==> src/hdl/bpnf_pkg.sv <==
`default_nettype none
// ----------------------------------------------------------------------------
// bpnf_pkg: shared types and constants for the blank pixel neighbour fill
// Holds the register indexes, request codes, controller states, the command
// and status structs between controller and datapath, and the reciprocal
// table used to divide a channel sum by the neighbour count.
// ----------------------------------------------------------------------------
package bpnf_pkg;

  localparam int DEF_MAX_HEIGHT    = 1024;
  localparam int DEF_MAX_WIDTH     = 4096;
  localparam int DEF_FRAME_WIDTH   = 640;
  localparam int DEF_FRAME_HEIGHT  = 480;
  localparam int MIN_FRAME_DIM     = 3;

  localparam int CFG_DATA_W        = 13;
  localparam int WIDTH_REG_W       = 13;
  localparam int HEIGHT_REG_W      = 11;

  localparam logic [0:0] REG_FRAME_WIDTH  = 1'b0;
  localparam logic [0:0] REG_FRAME_HEIGHT = 1'b1;

  localparam logic REQ_PIXEL = 1'b0;
  localparam logic REQ_FLUSH = 1'b1;

  localparam logic [23:0] BLANK_RGB = 24'hFF_FFFF;

  // Sums of up to eight 8-bit channels, counts of up to eight neighbours.
  localparam int ACC_W       = 11;
  localparam int NCNT_W      = 4;
  localparam int RECIP_W     = 15;
  localparam int RECIP_SHIFT = 14;
  localparam int PROD_W      = ACC_W + RECIP_W;

  localparam logic [2:0] GATHER_LAST = 3'd4;

  typedef enum logic [2:0] {
    ST_IDLE,
    ST_HEAD,
    ST_LOAD,
    ST_GATHER,
    ST_DIVIDE,
    ST_WRITE
  } state_e;

  typedef enum logic [1:0] {
    CH_RED,
    CH_GREEN,
    CH_BLUE
  } chan_e;

  typedef struct packed {
    logic       push;
    logic       load;
    logic       gather;
    logic [2:0] step;
    logic       divide;
    chan_e      ch;
    logic       finish;
  } cmd_t;

  typedef struct packed {
    logic count_zero;
    logic pop_after_push;
    logic interior;
  } status_t;

  // ceil(2^14 / n) is exact for truncating division of 11-bit sums by 1..8.
  function automatic logic [RECIP_W-1:0] recip(input logic [NCNT_W-1:0] n);
    logic [RECIP_W-1:0] r;
    case (n)
      4'd1:    r = 15'd16384;
      4'd2:    r = 15'd8192;
      4'd3:    r = 15'd5462;
      4'd4:    r = 15'd4096;
      4'd5:    r = 15'd3277;
      4'd6:    r = 15'd2731;
      4'd7:    r = 15'd2341;
      4'd8:    r = 15'd2048;
      default: r = 15'd0;
    endcase
    return r;
  endfunction

endpackage
`default_nettype wire

==> src/hdl/bpnf_ctrl.sv <==
`default_nettype none
// ----------------------------------------------------------------------------
// bpnf_ctrl: sequencing state machine
// Accepts words, steps the datapath through head read, neighbour gather,
// per-channel divide and write back, and owns the result valid flag.
// ----------------------------------------------------------------------------
module bpnf_ctrl (
  input  wire logic              clk_i,
  input  wire logic              rst_ni,
  input  wire logic              in_valid_i,
  output logic                   in_ready_o,
  input  wire logic              req_type_i,
  output logic                   out_valid_o,
  input  wire logic              out_ready_i,
  input  wire bpnf_pkg::status_t status_i,
  output bpnf_pkg::cmd_t         cmd_o
);

  bpnf_pkg::state_e state_q, state_d;
  logic [2:0]       step_q, step_d;
  bpnf_pkg::chan_e  ch_q, ch_d;
  logic             out_valid_q, out_valid_d;
  logic             out_free;

  assign out_free = !out_valid_q || out_ready_i;

  always_ff @(posedge clk_i or negedge rst_ni) begin
    if (!rst_ni) begin
      state_q     <= bpnf_pkg::ST_IDLE;
      step_q      <= '0;
      ch_q        <= bpnf_pkg::CH_RED;
      out_valid_q <= 1'b0;
    end else begin
      state_q     <= state_d;
      step_q      <= step_d;
      ch_q        <= ch_d;
      out_valid_q <= out_valid_d;
    end
  end

  // Next state.
  always_comb begin
    state_d = state_q;
    step_d  = step_q;
    ch_d    = ch_q;
    case (state_q)
      bpnf_pkg::ST_IDLE: begin
        if (in_valid_i) begin
          if (req_type_i == bpnf_pkg::REQ_FLUSH) begin
            if (!status_i.count_zero) state_d = bpnf_pkg::ST_HEAD;
          end else if (status_i.pop_after_push) begin
            state_d = bpnf_pkg::ST_HEAD;
          end
        end
      end
      bpnf_pkg::ST_HEAD: state_d = bpnf_pkg::ST_LOAD;
      bpnf_pkg::ST_LOAD: begin
        step_d  = '0;
        state_d = status_i.interior ? bpnf_pkg::ST_GATHER : bpnf_pkg::ST_WRITE;
      end
      bpnf_pkg::ST_GATHER: begin
        step_d = step_q + 3'd1;
        if (step_q == bpnf_pkg::GATHER_LAST) begin
          state_d = bpnf_pkg::ST_DIVIDE;
          ch_d    = bpnf_pkg::CH_RED;
        end
      end
      bpnf_pkg::ST_DIVIDE: begin
        case (ch_q)
          bpnf_pkg::CH_RED:   ch_d = bpnf_pkg::CH_GREEN;
          bpnf_pkg::CH_GREEN: ch_d = bpnf_pkg::CH_BLUE;
          default: begin
            ch_d    = bpnf_pkg::CH_RED;
            state_d = bpnf_pkg::ST_WRITE;
          end
        endcase
      end
      bpnf_pkg::ST_WRITE: begin
        if (out_free) state_d = bpnf_pkg::ST_IDLE;
      end
      default: state_d = bpnf_pkg::ST_IDLE;
    endcase
  end

  // Outputs and commands.
  always_comb begin
    cmd_o       = '0;
    cmd_o.step  = step_q;
    cmd_o.ch    = ch_q;
    in_ready_o  = 1'b0;
    out_valid_d = out_valid_q && !out_ready_i;
    case (state_q)
      bpnf_pkg::ST_IDLE: begin
        in_ready_o = 1'b1;
        cmd_o.push = in_valid_i && (req_type_i == bpnf_pkg::REQ_PIXEL);
      end
      bpnf_pkg::ST_LOAD:   cmd_o.load   = 1'b1;
      bpnf_pkg::ST_GATHER: cmd_o.gather = 1'b1;
      bpnf_pkg::ST_DIVIDE: cmd_o.divide = 1'b1;
      bpnf_pkg::ST_WRITE: begin
        if (out_free) begin
          cmd_o.finish = 1'b1;
          out_valid_d  = 1'b1;
        end
      end
      default: ;
    endcase
  end

  assign out_valid_o = out_valid_q;

endmodule
`default_nettype wire

==> config.mk <==
export PLATFORM = sky130hd
export DESIGN_NAME = bpnf_ctrl
export DESIGN_NICKNAME = d
export VERILOG_FILES = /design/src/hdl/bpnf_pkg.sv /design/src/hdl/bpnf_ctrl.sv
export SDC_FILE = /design/constraint.sdc
export NUM_CORES = 1
export LEC_CHECK = 0
export BUFFER_PORTS_ARGS = -buffer_cell sky130_fd_sc_hd__buf_2
export CAP_MARGIN = 0
export CORE_MARGIN = 5
export CORE_UTILIZATION = 42
export CTS_BUF_LIST = sky130_fd_sc_hd__clkbuf_16
export DETAILED_ROUTE_END_ITERATION = 7
export PLACE_DENSITY = 0.69
export SYNTH_ARGS = -nofsm -noshare
export SYNTH_HDL_FRONTEND = slang
export SYNTH_SLANG_ARGS = --single-unit
==> constraint.sdc <==
create_clock -name clk_i -period 3.7 [get_ports clk_i]
set_clock_uncertainty 0.1 [all_clocks]
set_input_delay 0.74 -clock clk_i [delete_from_list [all_inputs] [get_ports clk_i]]
set_output_delay 0.74 -clock clk_i [all_outputs]
set_load 0.01 [all_outputs]
# [Yosys cells after proc, flatten, opt, wreduce, memory -nomap -nowiden]
# Index checks and enable logic that the tools add are counted.
[totals] regBits=9 in_bits=8
[classes] add_sub_neg=1 n_eq_ne=13 mux=22 n_bitwise=1 reduce_logical=12
[ops] cell="3-bit 2-to-1 mux" count=8
[ops] cell="3-bit one-hot mux with 6 select lines" count=1
[ops] cell="3-bit == test, second input constant" count=3
[ops] cell="1-bit 2-to-1 mux" count=9
[ops] cell="2-bit != test, second input constant" count=4
[ops] cell="2-bit one-hot mux with 2 select lines" count=2
[ops] cell="3-bit by 2-bit == test with 1-bit output, second input constant" count=2
[ops] cell="3-bit != test, second input constant" count=2
[ops] cell="3-bit one-hot mux with 2 select lines" count=1
[ops] cell="6-bit AND reduction" count=1
[ops] cell="2-bit nonzero test" count=2
[ops] cell="3-bit by 1-bit adder with 3-bit output, second input constant" count=1
[ops] cell="3-bit by 1-bit == test with 1-bit output, second input constant" count=1
[ops] cell="3-bit logical NOT" count=1
[ops] cell="2-bit by 1-bit == test with 1-bit output, second input constant" count=1
[ops] cell="1-bit logical AND" count=2
[ops] cell="1-bit logical NOT" count=2
[ops] cell="2-bit logical NOT" count=1
[ops] cell="2-bit 2-to-1 mux" count=1
[ops] cell="2-bit AND reduction" count=1
[ops] cell="2-bit OR reduction" count=1
[ops] cell="1-bit logical OR" count=1
[ops] cell="1-bit inverter" count=1

# [Longest topological paths before layout]
[logic_depth] word_depth=4 mapped_depth=5 mapped_depth_nobuf=5

# [Least setup slack after synthesis]
# OpenSTA, ideal clock, no wires.
[synth_path] kind="register to output" startpoint="register state_q[1]" endpoint="output port cmd_o[9] in the netlist's numbering" arrival_ns=1.084 required_time_ns=2.860 slack_ns=1.776 path_stages_with_launch=4 n_path_buf=1 path_cell_list="dfrtp_1 > buf_2 > nor3_1 > and3b_1"
[synth_lines] element="start: declaration" line_no="bpnf_ctrl.sv:19" rtl="bpnf_pkg::state_e state_q, state_d;"
[synth_lines] element="start signal: assignment" line_no="bpnf_ctrl.sv:29" rtl="state_q <= bpnf_pkg::ST_IDLE;"
[synth_lines] element="start signal: assignment" line_no="bpnf_ctrl.sv:34" rtl="state_q <= state_d;"
[synth_lines] element="end: declaration" line_no="bpnf_ctrl.sv:16" rtl="output bpnf_pkg::cmd_t cmd_o"

==> impl_results.md <==
* IO buf count at 19
* Final net count at 94
* FILL cells at 125
* Setup violators final at 0
* Vias in the first global route at 436
* Required @ worst endpoint at 2.86 ns
* Cells after synthesis at 63
* Clock Tree Buf Depth at 2
* Antenna Nets Post-Route at 0
* Max incr delay on CP at 0.53 ns
* Seq/Total Area, Yosys at 0.407
* Final Max Slew Viols at 0
* First-pass GRT wire length at 1870 um
* Static Leak at 0.377 nW
* Cells along the critical path: or3b_4 > inv_1 > buf_2
* Synth top area cells: dfrtp_1 (41%), nand2_1 (6.1%), nand2b_1 (5.7%), ha_1 (4.5%), nor2b_1 (4.5%)
* Crit Path Max Fanout at 15
* Commonest non-fill, non-tap cell in the layout: buf_2
* Layout cells sized above 1 at 0.301
* Setup crit end kind: output port
* Post-layout min period at 2.26 ns
* Clk slew on worst S/H paths at 0.04 ns
* Hold_buf cts at 0
* Postcts setup bufs at 0
* Worst Slack Setup Final at 1.44 ns
* Crit-path slowest cell: dfrtp_1
* Crit Reg-Reg Startpoint: state_q[0]$_DFFE_PN0P_
* Worst hold slack at 0.254 ns
* GRT busiest layer: met2
* Netlist cell types at 25
* Met2 Use GR at 0.184
* R2R setup slack at 2.28 ns
* Top_reg_cell synth: dfrtp_1
* Syn nets at 73
* Syn_area_per_cell at 8.78 sq um
* RSZ-0062 raised after global routing: no
* Reg2reg end: ch_q[0]$_DFFE_PN0P_
* IO Pins at 20
* Worst slew pin tran at 0.442 ns
* Initial antenna violation count at 0
* Post-synth ARST share at 1.00
* Post-synth top area share at 0.407
* CTS sink cnt at 9
* Crit Path Class: reg2out
* WL final at 1170 um
* Synth area leader: dfrtp_1
* Grt ovf at 0
* DR pass1 iterations at 4
* GR Layer Usage met3 at 0.0234
* GP Congestion at 0.724
* Placed Instance Area at 652 sq um
* WP data arrival at 1.42 ns
* Number of DRC markers in iteration 0 at 10
* Max-Cap Viols at 0
* Crit start category: register
* Final TNS setup at 0 ns
* Relative slew slack at 0.705
* Worst min-delay path class: in2async
* Cts repair resizes at 0
* Final Instance Area at 731 sq um
* Worst r2r path cells at 3
* Seq cells post-synth at 9
* H-tree Lvls at 1
* Yosys warns at 0
* Post-synth EDFFs at 0
* Layout area overhead at 32.1%
* Clock latency on the worst-skew pair at 0.23 ns
* Cell area power density at 872 nW/um^2
* Vias at 484
* Die width at 46.3 um
* Starting Density at 0.436
* Endpoints failing hold at 0
* Mapped Area at 553 sq um
* Cell row count at 13
* Die H at 46.3 um
* Fmax achieved at 0.443 GHz
* DRC Markers at 0
* DP Worst Slack at 1.61 ns
* Fin crit share at 0.610
* Most frequent cells in the layout: buf_2 (19), nand2_1 (9), dfrtp_1 (9)
* Via/cell ratio at 4.94
* Run status: complete, no violations
* GR Util met1 at 0.164
* Core area at 1270 sq um
* Largest net degree at the start of global routing at 16
* Drt wl/cell at 11.9 um
* Root buf cell: clkbuf_16
* Full die area at 2140 sq um
* Num CTS Buffers at 3
* CTS tree: built
* N_diodes at 0
* VDD IR max at 0.328 mV
* GR Util All Layers at 0.121
* Post-DP HPWL at 867 um
## cell families after synthesis
group / share of synthesized area
and+or+nand+nor: 0.281
AOI/OAI and AO/OA: 0.188
DFF: 0.407
buffers and inverters: 0.0611
adders and majority gates: 0.0452
muxes: 0.0181
## stage by stage
step | std cells | util | total power, mW
after floorplan | 63 | - | 0.382
after global placement | 94 | 0.514 | 0.451
after detailed placement | 94 | 0.514 | 0.454
after CTS | 98 | 0.576 | 0.645
after global routing | 98 | 0.576 | 0.686
final | 98 | 0.576 | 0.637
## synth_stat cells, types with 2 or more instances
cell type,n
dfrtp_1,9
nand2_1,9
inv_1,5
nand2b_1,5
nor2_1,5
nor2b_1,4
buf_2,3
a21oi_1,2
ha_1,2
nor3_1,2
o211ai_1,2
o21ai_1,2
## power by group
part           switching, mW  internal [mW]
sequential            0.0734          0.139
clock                 0.0450          0.141
combinational          0.122          0.117
total                  0.240          0.397
## sequential cells by signal, indices dropped and copies added (netlist names)
| register | count |
|---|---|
| state_q | 3 |
| step_q | 3 |
| ch_q | 2 |
| out_valid_o | 1 |
## worst max path at each step
stage               cells past startpoint        to                   start
floorplan                               3  cmd_o[9]  state_q[1]$_DFFE_PN0P_
global placement                        4  cmd_o[0]             out_ready_i
detailed placement                      4  cmd_o[0]             out_ready_i
CTS                                     3  cmd_o[3]  state_q[0]$_DFFE_PN0P_
global route                            3  cmd_o[3]  state_q[0]$_DFFE_PN0P_
finish                                  3  cmd_o[3]  state_q[0]$_DFFE_PN0P_
## routing by layer
| layer | part of all wire | wire length [um] | up-vias |
|---|---|---|---|
| li1 | - | - | 256 |
| met1 | 0.47 | 546 | 213 |
| met2 | 0.46 | 534 | 15 |
| met3 | 0.076 | 89 | 0 |
| met4 | 0 | 0 | 0 |
| met5 | 0 | 0 | - |
## critical path: cells and delay by family (launching register included)
family                 cells  cell delay (ns)
DFF                        1             0.53
and+or+nand+nor            1             0.48
buffers and inverters      2             0.18
## area by class of cell
class	count	area, sq um	share of cell area
inverters	5	18.8	0.0257
multi-input cells	46	294	0.402
clock buffers	3	75.1	0.103
repair buffers	19	95.1	0.130
flip-flops and latches	9	225	0.308
well taps	15	18.8	0.0257
clock inverters	1	3.75	0.00514
Power figures use the tool's default switching activity.
